### src/rtl/modular_exponentiation_macros.svh
// Assertion macros shared by the modular exponentiation RTL.
`ifndef MODULAR_EXPONENTIATION_MACROS_SVH
`define MODULAR_EXPONENTIATION_MACROS_SVH

// Same-cycle implication, sampled on clk, off during rst.
`define MODEXP_ASSERT_NOW(label, ante, cons, msg) \
  label: assert property (@(posedge clk) disable iff (rst) (ante) |-> (cons)) \
    else $error(msg);

// Next-cycle implication, sampled on clk, off during rst.
`define MODEXP_ASSERT_NEXT(label, ante, cons, msg) \
  label: assert property (@(posedge clk) disable iff (rst) (ante) |=> (cons)) \
    else $error(msg);

`endif

### src/rtl/modexp_pkg.sv
// Package with widths and interface types of the modular exponentiation block.
`timescale 1ns / 1ps
`default_nettype none

package modexp_pkg;

  // Operand width of the arithmetic; ports stay at the field width.
  localparam int WIDTH   = 32;
  localparam int FIELD_W = 32;
  localparam int CNT_W   = $clog2(WIDTH);

  // Request to the shared modular multiplier.
  typedef struct packed {
    logic             start;
    logic [WIDTH-1:0] a;
    logic [WIDTH-1:0] b;
  } mm_req_t;

  // Status back from the shared modular multiplier.
  typedef struct packed {
    logic busy;
    logic done;
  } mm_stat_t;

endpackage

`default_nettype wire

### src/rtl/modular_exponentiation.sv
// Top level: square-and-multiply modular exponentiation over a shared multiplier.
//
// Usage:
//  - Config channel (cfg_valid/cfg_ready, data modulus) sets the modulus n,
//    reset value 21. cfg_ready is always high; write it only while idle.
//  - Input channel (in_valid/in_ready) takes one item {base, exponent}.
//    in_ready is high only while the sequencer is idle.
//  - Output channel (out_valid/out_ready) returns result = base^exponent mod n.
//  - Each modular multiply runs on the bit-serial multiplier: a load, then
//    one multiplier bit per cycle. An item runs one reduction of the base,
//    32 squarings and one multiply per set exponent bit. Items are worked
//    one at a time.
//  - A modulus of 0 or 1 gives 0 without running the multiplier.
//  - The result sits in an output register; a stalled receiver holds it and
//    the block may accept the next item meanwhile, but it waits at the end
//    of that item until the output register is free.
//  - Reset (rst, synchronous) drops any item in flight, empties the output
//    register and restores the modulus to 21.
`timescale 1ns / 1ps
`default_nettype none
`include "modular_exponentiation_macros.svh"

module modular_exponentiation
  import modexp_pkg::*;
(
  input  logic               clk,
  input  logic               rst,
  input  logic               cfg_valid,
  output logic               cfg_ready,
  input  logic [FIELD_W-1:0] modulus,
  input  logic               in_valid,
  output logic               in_ready,
  input  logic [FIELD_W-1:0] base,
  input  logic [FIELD_W-1:0] exponent,
  output logic               out_valid,
  input  logic               out_ready,
  output logic [FIELD_W-1:0] result
);

  localparam logic [2:0] S_IDLE   = 3'd0;
  localparam logic [2:0] S_REDUCE = 3'd1;
  localparam logic [2:0] S_SQUARE = 3'd2;
  localparam logic [2:0] S_MULT   = 3'd3;
  localparam logic [2:0] S_DONE   = 3'd4;

  logic [2:0]         state;
  logic [2:0]         state_next;
  logic [FIELD_W-1:0] mod_reg;
  logic [WIDTH-1:0]   n;
  logic [WIDTH-1:0]   ebits;
  logic [WIDTH-1:0]   breg;
  logic [WIDTH-1:0]   r;
  logic [CNT_W-1:0]   bitcnt;

  mm_req_t            req;
  mm_stat_t           stat;
  logic [WIDTH-1:0]   prod;

  logic               in_acc;
  logic               mod_small;
  logic               last_bit;
  logic               next_bit;
  logic               out_free;

  assign cfg_ready = 1'b1;
  assign in_ready  = (state == S_IDLE);
  assign in_acc    = in_valid && in_ready;
  assign mod_small = (WIDTH'(mod_reg) <= WIDTH'(1));
  assign last_bit  = (bitcnt == '0);
  assign out_free  = !out_valid || out_ready;

  // Advance to the next exponent bit after its square (bit clear) or multiply.
  assign next_bit = stat.done &&
                    (((state == S_SQUARE) && !ebits[WIDTH-1]) || (state == S_MULT));

  // Sequencer: pick the next operation and its operands for the shared unit.
  always_comb begin
    state_next = state;
    req.start  = 1'b0;
    req.a      = prod;
    req.b      = prod;
    case (state)
      S_IDLE: begin
        if (in_acc) begin
          if (mod_small) begin
            state_next = S_DONE;
          end else begin
            // base mod n as 1 * base
            req.start  = 1'b1;
            req.a      = WIDTH'(1);
            req.b      = WIDTH'(base);
            state_next = S_REDUCE;
          end
        end
      end
      S_REDUCE: begin
        if (stat.done) begin
          // first square of the running value 1
          req.start  = 1'b1;
          req.a      = WIDTH'(1);
          req.b      = WIDTH'(1);
          state_next = S_SQUARE;
        end
      end
      S_SQUARE: begin
        if (stat.done) begin
          if (ebits[WIDTH-1]) begin
            req.start  = 1'b1;
            req.b      = breg;
            state_next = S_MULT;
          end else if (last_bit) begin
            state_next = S_DONE;
          end else begin
            req.start  = 1'b1;
          end
        end
      end
      S_MULT: begin
        if (stat.done) begin
          if (last_bit) begin
            state_next = S_DONE;
          end else begin
            req.start  = 1'b1;
            state_next = S_SQUARE;
          end
        end
      end
      S_DONE: begin
        if (out_free) begin
          state_next = S_IDLE;
        end
      end
      default: begin
        state_next = S_IDLE;
      end
    endcase
  end

  always_ff @(posedge clk) begin
    if (rst) begin
      state     <= S_IDLE;
      out_valid <= 1'b0;
      mod_reg   <= FIELD_W'(21);
    end else begin
      state <= state_next;
      if (cfg_valid && cfg_ready) begin
        mod_reg <= modulus;
      end
      if ((state == S_DONE) && out_free) begin
        out_valid <= 1'b1;
      end else if (out_ready) begin
        out_valid <= 1'b0;
      end
    end
  end

  // Datapath registers: hold operands for the item in flight.
  always_ff @(posedge clk) begin
    if (in_acc) begin
      n      <= WIDTH'(mod_reg);
      ebits  <= WIDTH'(exponent);
      bitcnt <= CNT_W'(WIDTH - 1);
      r      <= '0;
    end
    if ((state == S_REDUCE) && stat.done) begin
      breg <= prod;
    end
    if (((state == S_SQUARE) || (state == S_MULT)) && stat.done) begin
      r <= prod;
    end
    if (next_bit && !last_bit) begin
      ebits  <= {ebits[WIDTH-2:0], 1'b0};
      bitcnt <= bitcnt - 1'b1;
    end
    if ((state == S_DONE) && out_free) begin
      result <= FIELD_W'(r);
    end
  end

  modexp_mulmod u_mulmod (
    .clk  (clk),
    .rst  (rst),
    .req  (req),
    .n    (n),
    .stat (stat),
    .prod (prod)
  );

  `MODEXP_ASSERT_NEXT(a_small_mod_zero, in_acc && mod_small, (state == S_DONE) && (r == '0), "modulus 0 or 1 must give zero")
  `MODEXP_ASSERT_NOW(a_unit_active, (state == S_REDUCE) || (state == S_SQUARE) || (state == S_MULT), stat.busy || stat.done, "sequencer waits on an idle multiplier")
  `MODEXP_ASSERT_NOW(a_start_on_idle, req.start, (state == S_IDLE) || stat.done, "multiplier started mid-operation")

endmodule

`default_nettype wire

### src/rtl/modexp_mulmod.sv
// Bit-serial modular multiplier: one multiplier bit per cycle, shift and add.
`timescale 1ns / 1ps
`default_nettype none
`include "modular_exponentiation_macros.svh"

module modexp_mulmod
  import modexp_pkg::*;
(
  input  logic             clk,
  input  logic             rst,
  input  mm_req_t          req,
  input  logic [WIDTH-1:0] n,
  output mm_stat_t         stat,
  output logic [WIDTH-1:0] prod
);

  logic             run;
  logic             done;
  logic [CNT_W-1:0] cnt;
  logic [WIDTH-1:0] acc;
  logic [WIDTH-1:0] mult;
  logic [WIDTH-1:0] bsh;

  logic [WIDTH-1:0] addend;
  logic [WIDTH+1:0] t;
  logic [WIDTH+1:0] n1;
  logic [WIDTH+1:0] n2;
  logic [WIDTH-1:0] acc_next;

  // acc <- (2*acc + bit*a) mod n; the sum stays below 3n, so at most 2n comes off
  always_comb begin
    addend = bsh[WIDTH-1] ? mult : '0;
    t      = {1'b0, acc, 1'b0} + {2'b00, addend};
    n1     = {2'b00, n};
    n2     = {1'b0, n, 1'b0};
    if (t >= n2) begin
      acc_next = WIDTH'(t - n2);
    end else if (t >= n1) begin
      acc_next = WIDTH'(t - n1);
    end else begin
      acc_next = WIDTH'(t);
    end
  end

  always_ff @(posedge clk) begin
    if (rst) begin
      run  <= 1'b0;
      done <= 1'b0;
      cnt  <= '0;
    end else begin
      done <= 1'b0;
      if (req.start) begin
        run <= 1'b1;
        cnt <= CNT_W'(WIDTH - 1);
      end else if (run) begin
        cnt <= cnt - 1'b1;
        if (cnt == '0) begin
          run  <= 1'b0;
          done <= 1'b1;
        end
      end
    end
  end

  always_ff @(posedge clk) begin
    if (req.start) begin
      acc  <= '0;
      mult <= req.a;
      bsh  <= req.b;
    end else if (run) begin
      acc <= acc_next;
      bsh <= {bsh[WIDTH-2:0], 1'b0};
    end
  end

  assign stat.busy = run;
  assign stat.done = done;
  assign prod      = acc;

  `MODEXP_ASSERT_NOW(a_no_restart, req.start, !run, "multiplier restarted while busy")
  `MODEXP_ASSERT_NEXT(a_done_once, done, !done, "done held for more than one cycle")
  `MODEXP_ASSERT_NOW(a_acc_reduced, run && (n > WIDTH'(1)), acc < n, "partial product not reduced")

endmodule

`default_nettype wire

### config.mk
export PLATFORM = sky130hd
export DESIGN_NAME = modular_exponentiation
export DESIGN_NICKNAME = d
export VERILOG_FILES = /design/src/rtl/modexp_pkg.sv /design/src/rtl/modular_exponentiation.sv /design/src/rtl/modexp_mulmod.sv
export VERILOG_INCLUDE_DIRS = /design/src /design/src/rtl
export SDC_FILE = /design/constraint.sdc
export NUM_CORES = 1
export LEC_CHECK = 0
export BUFFER_PORTS_ARGS = -buffer_cell sky130_fd_sc_hd__buf_2
export CORE_ASPECT_RATIO = 0.5
export CORE_MARGIN = 4
export CORE_UTILIZATION = 45
export CTS_CLUSTER_DIAMETER = 200
export DETAILED_ROUTE_END_ITERATION = 6
export MAX_ROUTING_LAYER = met4
export PLACE_DENSITY = 0.65
export SLEW_MARGIN = 20
export SYNTH_ARGS = -nofsm -noshare
export SYNTH_HDL_FRONTEND = slang
export SYNTH_SLANG_ARGS = --single-unit
### constraint.sdc
create_clock -name clk -period 5.5 [get_ports clk]
set_input_delay 1.65 -clock clk [delete_from_list [all_inputs] [get_ports clk]]
set_output_delay 1.65 -clock clk [all_outputs]
set_load 0.02 [all_outputs]
==> results_dict.tcl <==
set metrics [dict create \
    synthToLayoutAreaGrowth_pct 21.82 \
    drc 0 \
    finalSetupViolations 0 \
    start_util_pct 46.27 \
    fin_crit_sh_pct 96.64 \
    synthFlopType "edfxtp_1" \
    cts_tree "done" \
    grt_pass1_wl_um 76730 \
    r2r_setup_slack_ns 0.18 \
    drt-total-wl_um 49740 \
    synth_async_sr_flop_share_pct 0 \
    cp-end-kind "register" \
    min_path_type "reg2reg" \
    cts.sinks 304 \
    finalCriticalPeriod_ns 5.315 \
    drt_iter0_markers 1250 \
    synth.ff_latch_count 304 \
    grt_pass1_vias 13532 \
    ys_seq_area_share_pct 47.70 \
    fin_worst_skew_ns 0.03100 \
    crit_required_ns 5.95 \
    chipWidth_um 287.2 \
    holdBufCountCts 0 \
    cts_max_level 1 \
    tightest_slew_ns 0.9637 \
    fin_nets 2208 \
    track_usage_pct 23.55 \
    wire_per_inst_um 19.50 \
    grt_overflow 0 \
    status "finished clean" \
    hold_depth 0 \
    cts_buffer_depth 3 \
    io_pins 136 \
    io_buffers 134 \
    fill_cells 3387 \
    ant_nets 0 \
    drt-vias-per-instance 5.675 \
    core_mm2 0.03791 \
    drt-pass1-iter-count 5 \
    final_core_util_pct 56.37 \
    yosysUniqueCellTypes 83 \
    synth_top_cells_by_area "edfxtp_1 (39%), dfxtp_1 (8.7%), ha_1 (7.0%)" \
    die_h_um 147.6 \
    grt_max_degree 66 \
    synth_edf_count 228 \
    crit_type "reg2reg" \
    place_congestion 0.9403 \
    multi_input_area_mm2 0.008798 \
    synth_commonest_cells "edfxtp_1 (228), a21oi_1 (144), nand2_1 (131)" \
    arrival_ns 5.77 \
    yosys.area.top_type_share_pct 39.03 \
    yosysTopAreaCell "edfxtp_1" \
    synth.avg_cell_area_um2 10.25 \
    register_area_mm2 0.008372 \
    synth_area_mm2 0.01754 \
    numCtsBuffers 29 \
    slew_headroom_pct 35.76 \
    antenna_found_initial 2 \
    max_freq_mhz 188.1 \
    start_kind "register" \
    ys_warn_count 0 \
    insertion_delay_ns 0.59 \
    crit_fanout 11 \
    place_area_mm2 0.02012 \
    ff2ff_path_depth 25 \
    die_area_mm2 0.04240 \
    final-hold-violation-count 0 \
    cap_violations 0 \
    rsz0062_at_grt "yes" \
    vias 14478 \
    hpwl_um 36990 \
    yosysMostFrequentCell "edfxtp_1" \
    drive_gt1_share_pct 23.07 \
    finalInstanceArea_mm2 0.02137 \
    syn-instance-count 1712 \
    drv_slew 0 \
    root_buffer "clkbuf_16" \
    clk_pin_slew_worst_paths_ns 0.07 \
    num_rows 50 \
    syn_nets 1914 \
]
cells by family (layout without fill, tap and decap cells):
kind of cell,Yosys count,count (layout),synth area share (%)
other,1,3,0.02138
AO/OA/AOI/OAI,528,528,20.46
adder cells (fa/ha/maj),101,101,7.332
flip-flops,304,304,47.70
AND/OR/NAND/NOR,496,497,14.05
XOR/XNOR,84,84,4.194
buffers and inverters,151,467,3.516
multiplexers,47,47,2.725
final timing paths:
| path | startpoint | to |
|---|---|---|
| hold reg to reg | r[4]$_SDFFCE_PN0P_ | result[4]$_DFFE_PP_ |
| setup / recovery | u_mulmod.bsh[31]$_DFFE_PP_ | u_mulmod.prod[13]$_SDFFE_PP0P_ |
| setup reg to reg | u_mulmod.bsh[31]$_DFFE_PP_ | u_mulmod.prod[13]$_SDFFE_PP0P_ |
| hold / removal | r[4]$_SDFFCE_PN0P_ | result[4]$_DFFE_PP_ |
layer usage:
layer / up-vias / global-route usage (%) / part of all wire, %
met5: - / - / 0
met4: 0 / 3.867 / 1.5
met3: 58 / 5.270 / 8.2
met2: 477 / 31.87 / 40
met1: 6926 / 36.18 / 50
li1: 7017 / - / -
cell usage in the layout, fill, tap and decap left out, types with 10 or more instances in the layout:
| cell | count |
|---|---|
| nor2_1 | 113 |
| o21bai_1 | 10 |
| nand4_1 | 16 |
| o21a_1 | 18 |
| buf_4 | 211 |
| nand2_1 | 131 |
| nor3_1 | 18 |
| a22o_1 | 33 |
| o21ai_0 | 90 |
| edfxtp_1 | 228 |
| and3_1 | 10 |
| clkbuf_16 | 29 |
| a221oi_1 | 16 |
| nand3_1 | 31 |
| nor2b_1 | 39 |
| buf_2 | 134 |
| ha_1 | 94 |
| nor4_1 | 13 |
| inv_1 | 58 |
| nand2b_1 | 23 |
| xnor2_1 | 52 |
| a21oi_1 | 139 |
| a31oi_1 | 35 |
| o211ai_1 | 28 |
| xor2_1 | 26 |
| and2_1 | 62 |
| mux2i_1 | 41 |
| a21o_1 | 33 |
| dfxtp_1 | 75 |
| a221o_1 | 23 |
worst max-delay path, stage by stage (launching register included):
cell      delay [ns]
edfxtp_1        0.33
buf_4           0.17
and2_1          0.15
ha_1            0.16
inv_1           0.06
fa_1            0.38
nor2b_1         0.15
o31a_1          0.18
o21ai_2         0.08
nor2_1          0.22
buf_4           0.17
o21ai_4         0.07
a31o_2          0.28
o21bai_1        0.21
xor2_2          0.25
ha_1            0.28
and3_1          0.20
and2_1          0.17
a311o_1         0.36
a21oi_2         0.19
o21ai_4         0.12
nor3_4          0.18
buf_12          0.17
mux2_2          0.34
o211ai_1        0.19
a21oi_1         0.09
area by class of cell:
class | count | area share (%)
multi-input cells | 1258 | 41.17
inverters | 62 | 1.107
clock inverters | 19 | 0.8666
repair buffers | 351 | 11.11
well taps | 520 | 3.045
diodes | 2 | 0.02342
clock buffers | 35 | 3.501
flip-flops and latches | 304 | 39.18
through the flow:
step	hold WS (ns)	cells	setup TNS (ns)	setup WS (ns)
2_1_floorplan	0.4003	1712	0	0.3404
3_3_place_gp	0.4013	2483	-9.651	-0.4454
3_5_place_dp	0.4045	2483	-13.06	-0.5502
4_1_cts	0.4188	2543	0	0.01778
5_1_grt	0.4245	2551	-0.2123	-0.06092
6_report	0.4165	2551	0	0.1846
repair_timing:
item	4_1_cts	5_1_grt
setup endpoints to repair	32	32
gates resized for setup	8	31
cloned	1	0
buffers inserted	5	5
pin swaps	3	12
Power is left out: the tool's default activity adds up to more than one toggle a clock period on the data nets, which glitch-free logic cannot reach.
